`src/hw/rtl/osm_pkg.sv`:
```
// shared types and codes for the order statistic multiset
package osm_pkg;

    localparam int VAL_W = 31;

    typedef logic [VAL_W-1:0] t_value;

    // operation codes carried by an input beat
    typedef enum logic [1:0] {
        KIND_INSERT = 2'd0,
        KIND_DELETE = 2'd1,
        KIND_RANK   = 2'd2,
        KIND_SELECT = 2'd3
    } t_kind;

    // result status codes
    localparam logic [1:0] ST_DONE  = 2'd0;
    localparam logic [1:0] ST_RANGE = 2'd1;
    localparam logic [1:0] ST_FULL  = 2'd2;

    // update strobes broadcast along the row of cells
    typedef struct packed {
        logic   ins;
        logic   del;
        t_value value;
    } t_cell_cmd;

endpackage

```
`src/hw/rtl/osm_cell.sv`:
```
// one storage cell of the sorted row: holds an element and shifts it to a neighbour
module osm_cell #(
    parameter int IDX = 0,
    parameter int IW  = 9
) (
    input  logic               i_clk,
    input  osm_pkg::t_cell_cmd i_cmd,
    input  logic [IW-1:0]      i_count,
    input  logic [IW-1:0]      i_pos,
    input  osm_pkg::t_value    i_left_value,
    input  logic               i_left_le,
    input  osm_pkg::t_value    i_right_value,
    output osm_pkg::t_value    o_value,
    output logic               o_le,
    output logic               o_lt,
    output logic               o_hit
);
    import osm_pkg::*;

    t_value r_value;
    logic   r_le;
    logic   r_lt;
    logic   occ;
    logic   at_or_after;

    // position of this cell against the fill level and the requested position
    assign occ         = IW'(IDX) < i_count;
    assign o_hit       = IW'(IDX) == i_pos;
    assign at_or_after = IW'(IDX) >= i_pos;

    // compare flags, registered ahead of the shift
    always_ff @(posedge i_clk) begin
        r_le <= occ && (r_value <= i_cmd.value);
        r_lt <= occ && (r_value < i_cmd.value);
    end

    // insert opens a gap after the last element not greater; delete closes one
    always_ff @(posedge i_clk) begin
        if (i_cmd.ins) begin
            if (!r_le) begin
                r_value <= i_left_le ? i_cmd.value : i_left_value;
            end
        end else if (i_cmd.del && at_or_after) begin
            r_value <= i_right_value;
        end
    end

    assign o_value = r_value;
    assign o_le    = r_le;
    assign o_lt    = r_lt;

endmodule

```
`config.mk`:
```
export PLATFORM = sky130hd
export DESIGN_NAME = osm_cell
export DESIGN_NICKNAME = d
export VERILOG_FILES = /design/src/hw/rtl/osm_pkg.sv /design/src/hw/rtl/osm_cell.sv
export SDC_FILE = /design/constraint.sdc
export NUM_CORES = 1
export LEC_CHECK = 0
export BUFFER_PORTS_ARGS = -buffer_cell sky130_fd_sc_hd__buf_2
export CORE_ASPECT_RATIO = 1.5
export CORE_MARGIN = 8
export CORE_UTILIZATION = 44
export DETAILED_ROUTE_END_ITERATION = 8
export GPL_ROUTABILITY_DRIVEN = 1
export PLACE_DENSITY = 0.9
export SYNTH_ARGS = -nofsm -noshare
export SYNTH_HDL_FRONTEND = slang
export SYNTH_SLANG_ARGS = --single-unit
export TNS_END_PERCENT = 1
```
`constraint.sdc`:
```
create_clock -name i_clk -period 3.65 [get_ports i_clk]
set_input_delay 0.365 -clock i_clk [delete_from_list [all_inputs] [get_ports i_clk]]
set_output_delay 0.365 -clock i_clk [all_outputs]
set_load 0.02 [all_outputs]
```
* Word-level counts from Yosys, hierarchy flattened
Index checks and enable logic that the tools add are counted.
** Storage, ports and cells
- Register bits after elaboration :: 33
- Bits in latches :: 0
- Memory bits (writable) :: 0
- Bits in read-only memories :: 0
- Input bits :: 115
- Word-level logic and storage cells :: 18
- Memories kept :: 0
** Operators by class
- $add $sub $neg :: 0
- $mul :: 0
- Div/mod/pow operators :: 0
- Order comparisons :: 4
- Equality and inequality tests :: 1
- Shifts and indexed selects :: 0
- Mux-type cells :: 4
- Bitwise logic cells :: 0
- Reduce and logical (&&, ||, !) cells :: 6
** Operators with widths (number)
- 2-to-1 mux 31 bit :: 4
- less-or-equal comparator 31 bit :: 1
- less-than comparator 31 bit :: 1
- >= comparator 1 x 9 -> 1 bit (first input constant) :: 1
- zero test 9 bit :: 1
- less-than comparator 1 x 9 -> 1 bit (first input constant) :: 1
- logical AND 1 bit :: 3
- != test 2 bit (second input constant) :: 1
- AND reduction 2 bit :: 1
- nonzero test 2 bit :: 1

* Depth between registers and ports, before layout
Gate-level depths: netlist (run 1).
- Depth after elaboration :: 4
- Mapped depth :: 7

* Worst setup path after synthesis (run 1)
No wires, ideal clock.
- Path kind :: input port to flip-flop
- Start point :: input port i_pos[2]
- End point :: register r_value[0], in the netlist o_value[0], enable pin
- Setup time :: 433 ps
- Data arrival time :: 3077 ps
- Required time :: 3217 ps
- Slack :: 140 ps
- Stages on the path :: 5
- Cell sequence :: nor4_1 -> nand2_1 -> nor4_1 -> nand2_1 -> mux2i_1
** On the way
- Cells in the longest elaborated chain, start to end :: 4
** RTL lines
- start: declaration :: RTL line osm_cell.sv:9 : input logic [IW-1:0] i_pos,
- >= comparator 1 x 9 -> 1 bit :: RTL line osm_cell.sv:29 : assign at_or_after = IW'(IDX) >= i_pos;
- logical AND 1 bit :: RTL line osm_cell.sv:43 : end else if (i_cmd.del && at_or_after) begin
- nonzero test 2 bit (no line)
- AND reduction 2 bit (no line)
- end signal: assignment :: RTL line osm_cell.sv:41 : r_value <= i_left_le ? i_cmd.value : i_left_value;
- end signal: assignment :: RTL line osm_cell.sv:44 : r_value <= i_right_value;
- end: declaration :: RTL line osm_cell.sv:20 : t_value r_value;
Every way passes these cells.
A chain may end at the register's enable or synchronous reset.

* Final worst setup path (run 1)
- Start point :: register r_value[28], in the netlist o_value[28]
- End point :: register r_le, in the netlist o_le
** On the way
- Cells in the longest elaborated chain, start to end :: 2
** RTL lines
- less-or-equal comparator 31 bit :: RTL line osm_cell.sv:33 : r_le <= occ && (r_value <= i_cmd.value);
- logical AND 1 bit :: RTL line osm_cell.sv:33
- end signal: assignment :: RTL line osm_cell.sv:33
- end: declaration :: RTL line osm_cell.sv:21 : logic r_le;
Every way passes these cells.

==> results of run 1 <==
## synth_stat cells, drive strengths merged (3+ instances only)
master	count
nor2	38
mux2i	32
nand4	6
ha	31
edfxtp	31
inv	31
o21ai	6
nand2	9
a211oi	3
nor4	4
buf	3
a21oi	41
clkbuf	8
## critical path: cells and delay by family (launching register included)
kind                     cells  cell delay, ns
flip-flops                   1            0.42
adder cells (fa/ha/maj)      1            0.32
AND/OR/NAND/NOR              2            0.71
AO/OA/AOI/OAI                2            0.42
## flip-flops by register name, summed over array words and instances (netlist names)
register	cells
o_value	31
o_lt	1
o_le	1
## logic make-up after synthesis
logic type | after synthesis | share of synthesized area (%)
AOI/OAI and AO/OA | 55 | 12.6
buffers and inverters | 42 | 6.52
muxes | 32 | 12.9
and+or+nand+nor | 66 | 13.0
adders and majority gates | 31 | 15.7
DFF | 33 | 39.2
## layout by cell type, fill, tap and decap left out, drive strengths merged, types with 3 or more instances in the layout
master / n
a211oi: 3
a21oi: 41
buf: 150
clkbuf: 7
edfxtp: 31
ha: 31
inv: 31
mux2i: 32
nand2: 9
nand4: 6
nor2: 38
nor4: 4
o21ai: 6
## cell type report
cell class / count / area share (%)
Tap cell: 70 / 2.59
Timing Repair Buffer: 150 / 22.3
Multi-Input combinational cell: 184 / 40.0
Clock inverter: 1 / 0.148
Sequential cell: 33 / 28.7
Inverter: 31 / 3.44
Clock buffer: 7 / 2.84
## metrics by stage
stage / worst slack (ns) / instance area, µm² / utilization [%]
floorplan: 0.140 / 2470 / -
global placement: 1.56 / 3290 / 60.3
detailed placement: 1.51 / 3290 / 60.3
CTS: 1.64 / 3390 / 62.1
global route: 1.46 / 3390 / 62.1
finish: 1.68 / 3390 / 62.1
## final timing paths
check | startpoint | end | slack (ns)
setup / recovery | o_value[28] | o_le | 1.68
setup reg to reg | o_value[28] | o_le | 1.68
hold reg to reg | o_value[30] | o_lt | 0.75
hold / removal | i_right_value[2] | o_value[2] | 0.40
## report_power, final
group,switching (mW),internal (mW)
Clock,0.136,0.171
Combinational,0.167,0.131
Sequential,0.0143,0.451
## per-layer routing
| metal | global-route usage (%) | up-vias | wire [µm] | share of wire [%] |
|---|---|---|---|---|
| li1 | - | 1223 | - | - |
| met1 | 16.2 | 1113 | 2670 | 34 |
| met4 | 8.67 | 0 | 193 | 2.5 |
| met2 | 36.5 | 104 | 4390 | 56 |
| met5 | 0 | - | 0 | 0 |
| met3 | 5.43 | 14 | 522 | 6.7 |
==> results.md, run 1 <==
- Setup crit start kind: flop
- Count of warnings emitted by yosys: 0
- Final cycle utilization of the critical path: 53.8%
- Overall via count from detail_route: 2454
- Layout overhead on the synthesized area: 36.9%
- Number of antenna repair diodes: 0
- Number of antenna violations at the first check in global routing: 0
- Final Instance Count excl. Fillers: 476
- Number of standard cells after synthesis: 259
- Total congestion overflow: 0
- Die height: 108 µm
- DRC Markers: 0
- Area taken by flip-flops and latches: 971 µm²
- Static leakage power: 1.73 nW
- TritonCTS clock tree: built
- Peak ir drop on the vdd network: 0.226 mV
- Final sum of negative setup slack: 0 ns
- Wire length per cell after detailed routing: 16.3 µm
- Placeable Area: 5450 µm²
- Clock period minus worst slack: 1.97 ns
- Width of the die: 77.2 µm
- Post-route ant nets: 0
- Dominant synthesized flop cell: sky130_fd_sc_hd__edfxtp_1
- Cell at the root of the clock tree: sky130_fd_sc_hd__clkbuf_8
- Count of buffers inserted at the top-level ports: 148
- Hold violation count in the final report: 0
- Post-Syn Nets: 405
- Post-CTS repair timing setup buffer count: 0
- Total of hold buffers inserted after clock tree synthesis: 0
- Highest achievable clock rate: 509 MHz
- Number of cells on the worst hold path: 3
- Post-cts gate resize count: 0
- First-pass GRT wire length: 12.4 mm
- Maximum buffer depth of the clock tree: 2
- Logic depth of the worst register-to-register path: 5
- Number of distinct standard cells referenced by the synthesized netlist: 29
- Power after layout: 1.07 mW
- Slew of the pin with the lowest slew margin: 0.950 ns
- Iteration-0 DRC Markers: 77
- Routability cong.: 0.944
- Unrepaired setup endpoints after global routing: false
- Critical path class: reg -> reg
- Iteration count of the initial detailed-routing pass: 4
- Io pins: 149
- Class of the tightest hold or removal check: in -> reg
- Flops & latches, synth: 33
- Cell Chain, Critical Path: ha_1, nand4_1, nor4_1, a21boi_0, o21ai_2
- Final Max Tran Viols: 0
- Standard-cell rows: 33
- Cell with the largest stage delay on the worst path: sky130_fd_sc_hd__nor4_1
- Clock transition at the registers of the reported paths: 0.07 ns
- TritonCTS Buffers: 5
- Footprint of the multi-input gates: 1360 µm²
- Via count of the first global-routing pass: 2773
- HPWL reported at the end of detailed placement: 6.55 mm
- Final-stage net count: 551
- Cell area after technology mapping: 2470 µm²
- Average via count per standard cell: 5.16
- Clock latency on the worst-skew pair: 0.28 ns
- Run status: complete, no violations
- Fraction of synthesis flops using an asynchronous set or reset pin: 0%
- Post-synthesis area per instance: 9.56 µm²
- Instance count after placement with tap cells included: 468
- Hold_ws: 0.400 ns
- Die area: 8330 µm²
- Layout fillers: 466
- Max stage delay on crit path: 0.48 ns
- Critical path required time: 3.82 ns
- Largest net degree at the start of global routing: 34
- Critical path data arrival time: 2.14 ns
- Cells taking the most area after synthesis: sky130_fd_sc_hd__edfxtp_1 38%, sky130_fd_sc_hd__ha_1 16%, sky130_fd_sc_hd__mux2i_1 13%
- Worst-path maximum fanout: 4
- Number of max-capacitance violations reported: 0
- Cell taking the most area after synthesis: sky130_fd_sc_hd__edfxtp_1
- Fraction of layout instances using a drive strength above 1: 40.6%
- Clock net sink count: 33
- Maximum level of the CTS H-tree: 2
- Sequential element share of the synthesized area: 39.2%
- Initial cell density of the core: 45.4%
- Total track usage: 18.4%
- Max-Slew Margin vs Limit: 36.7%
- Proportion of netlist area held by the largest area contributor: 37.6%
- Setup Skew: 0.00570 ns
- Power Dens Cells: 316 nW/µm²
- Setup Viol. Count Final: 0
- Nature of the critical path endpoint: flop
- Number of synthesized flops with an enable pin: 31
- Total wire length after detailed routing: 7.78 mm
No activity file was read; power rests on OpenSTA's default activity.
==> run 2, diff against run 1 <==
clock period = 2.1 ns   (was 3.65 ns; I/O delays follow)
==> results.md, run 2 (synthesis gave the netlist of run 1 again) <==
- Met3 Use GR: 5.77%
- R2R Setup Slk: 0.23 ns
- Count of buffers inserted at the top-level ports: 148
- Peak ir drop on the vdd network: 0.409 mV
- Clock transition at the registers of the reported paths: 0.07 ns
- Maximum buffer depth of the clock tree: 2
- Standard-cell rows: 33
- Area taken by flip-flops and latches: 971 µm²
- Number of antenna repair diodes: 0
- Highest achievable clock rate: 535 MHz
- Width of the die: 77.2 µm
- Placeable Area: 5450 µm²
- Iteration-0 DRC Markers: 94
- Cell at the root of the clock tree: sky130_fd_sc_hd__clkbuf_8
- Placed cell area: 3340 µm²
- Average via count per standard cell: 5.18
- Final sum of negative setup slack: 0 ns
- Max stage delay on crit path: 0.40 ns
- Critical path data arrival time: 2.04 ns
- Final cycle utilization of the critical path: 89.0%
- Combined buffer and inverter count along the critical path: 0
- Worst path depth: 5
- Clock latency on the worst-skew pair: 0.28 ns
- Total track usage: 17.7%
- Total of hold buffers inserted after clock tree synthesis: 0
- Clock net sink count: 33
- First-pass GRT wire length: 11.9 mm
- Die height: 108 µm
- Top cell family by delay on the critical path: simple AND/OR/NAND/NOR gates
- TritonCTS clock tree: built
- Layout overhead on the synthesized area: 39.3%
- Number of max-capacitance violations reported: 0
- HPWL reported at the end of detailed placement: 6.49 mm
- Routability cong.: 0.768
- Critical path required time: 2.27 ns
- Power Dens Cells: 543 nW/µm²
- Layout fillers: 464
- Setup crit start kind: flop
- Commonest non-fill, non-tap cell in the layout: sky130_fd_sc_hd__buf_2
- Post-route ant nets: 0
- Clock period minus worst slack: 1.87 ns
- Setup Viol. Count Final: 0
- Static leakage power: 1.75 nW
- Most used routing layer in global routing: met2
- Cell area after layout: 3450 µm²
- Iteration count of the initial detailed-routing pass: 4
- Largest net degree at the start of global routing: 43
- Cell Chain, Critical Path: ha_1, nand4_1, nor4_2, a21boi_0, o21ai_2
- Class of the tightest hold or removal check: in -> reg
- GRT met2 Usage: 35.3%
- Total wire length after detailed routing: 7.62 mm
- Die area: 8330 µm²
- Maximum level of the CTS H-tree: 2
- Slew of the pin with the lowest slew margin: 0.486 ns
- Nature of the critical path endpoint: flop
- Global-route track usage on met1: 16.1%
- Fraction of layout instances using a drive strength above 1: 41.4%
- Run status: complete, no violations
- Wire length per cell after detailed routing: 15.9 µm
- Worst r2r dst: o_le
- Critical Path Source: o_value[29]
- Io pins: 149
- Critical path class: reg -> reg
- Unrepaired setup endpoints after global routing: false
- Final-stage net count: 553
- Number of antenna violations at the first check in global routing: 0
- Via count of the first global-routing pass: 2728
- Footprint of the multi-input gates: 1380 µm²
- Hold violation count in the final report: 0
- DRC Markers: 0
- Setup Skew: 0.00657 ns
- Final Max Tran Viols: 0
- Worst-path maximum fanout: 4
- Total congestion overflow: 0
- Overall via count from detail_route: 2476
- Max-Slew Margin vs Limit: 67.6%
- Cell with the largest stage delay on the worst path: sky130_fd_sc_hd__edfxtp_1
- TritonCTS Buffers: 5
- Capture point of the worst path: o_le
- Logic depth of the worst register-to-register path: 5
- Flip-flop count of the largest register after layout: 31
- Most used cells in the layout excluding fill and tap cells: 148 x sky130_fd_sc_hd__buf_2, 41 x sky130_fd_sc_hd__a21oi_1, 38 x sky130_fd_sc_hd__nor2_1
- Initial cell density of the core: 45.4%
- Launching point of the worst reg2reg path: o_value[29]
-- run 2: changes by cell type in the layout (fill, tap and decap cells not counted), sizes merged --
cell / change
buf: +2
-- run 2: layout make-up --
class	count	area share (%)
Clock buffer	7	2.79
Multi-Input combinational cell	184	39.9
Sequential cell	33	28.2
Tap cell	70	2.54
Timing Repair Buffer	152	23.1
Clock inverter	1	0.145
Inverter	31	3.37
-- run 2: worst min-delay path by stage --
stage | slack [ns] | end | cells after the start | from
detailed placement | 0.54 | o_value[27] | 3 | i_right_value[27]
finish | 0.24 | o_value[4] | 3 | i_right_value[4]
floorplan | 0.44 | o_value[29] | 2 | i_right_value[29]
global route | 0.24 | o_value[4] | 3 | i_right_value[4]
CTS | 0.24 | o_value[4] | 3 | i_right_value[4]
global placement | 0.52 | o_value[2] | 3 | i_right_value[2]
-- run 2: repair_timing --
| action | in CTS | in global routing |
|---|---|---|
| gates resized for setup | 0 | 1 |
| setup buffers | 0 | 0 |
| endpoints found under the setup margin | 0 | 1 |
-- run 2: power by group --
group          total (mW)  internal (mW)  switching [mW]
Combinational       0.533          0.238           0.295
Clock               0.533          0.296           0.236
Sequential          0.807          0.783          0.0232
Total                1.87           1.32           0.554
-- run 2: metrics by stage --
step	hold slack, ns	utilization (%)	std cells	power [mW]	worst slack (ns)
6_report	0.242	63.3	478	1.87	0.231
5_1_grt	0.242	63.3	478	1.96	0.0517
4_1_cts	0.237	63.2	478	1.89	0.205
3_5_place_dp	0.536	61.3	470	1.36	0.226
3_3_place_gp	0.522	61.3	470	1.33	0.298
2_1_floorplan	0.436	-	259	1.12	0.0223
-- run 2: tightest hold or removal path, delay by kind of cell --
family                 cells  cell delay (ns)
AO/OA/AOI/OAI              1             0.09
buffers and inverters      1             0.08
AND/OR/NAND/NOR            1             0.03
-- run 2: routing by layer --
layer | share of wire (%) | up-vias
met3 | 6.8 | 6
li1 | - | 1231
met5 | 0 | -
met4 | 1.1 | 0
met1 | 35 | 1153
met2 | 58 | 86
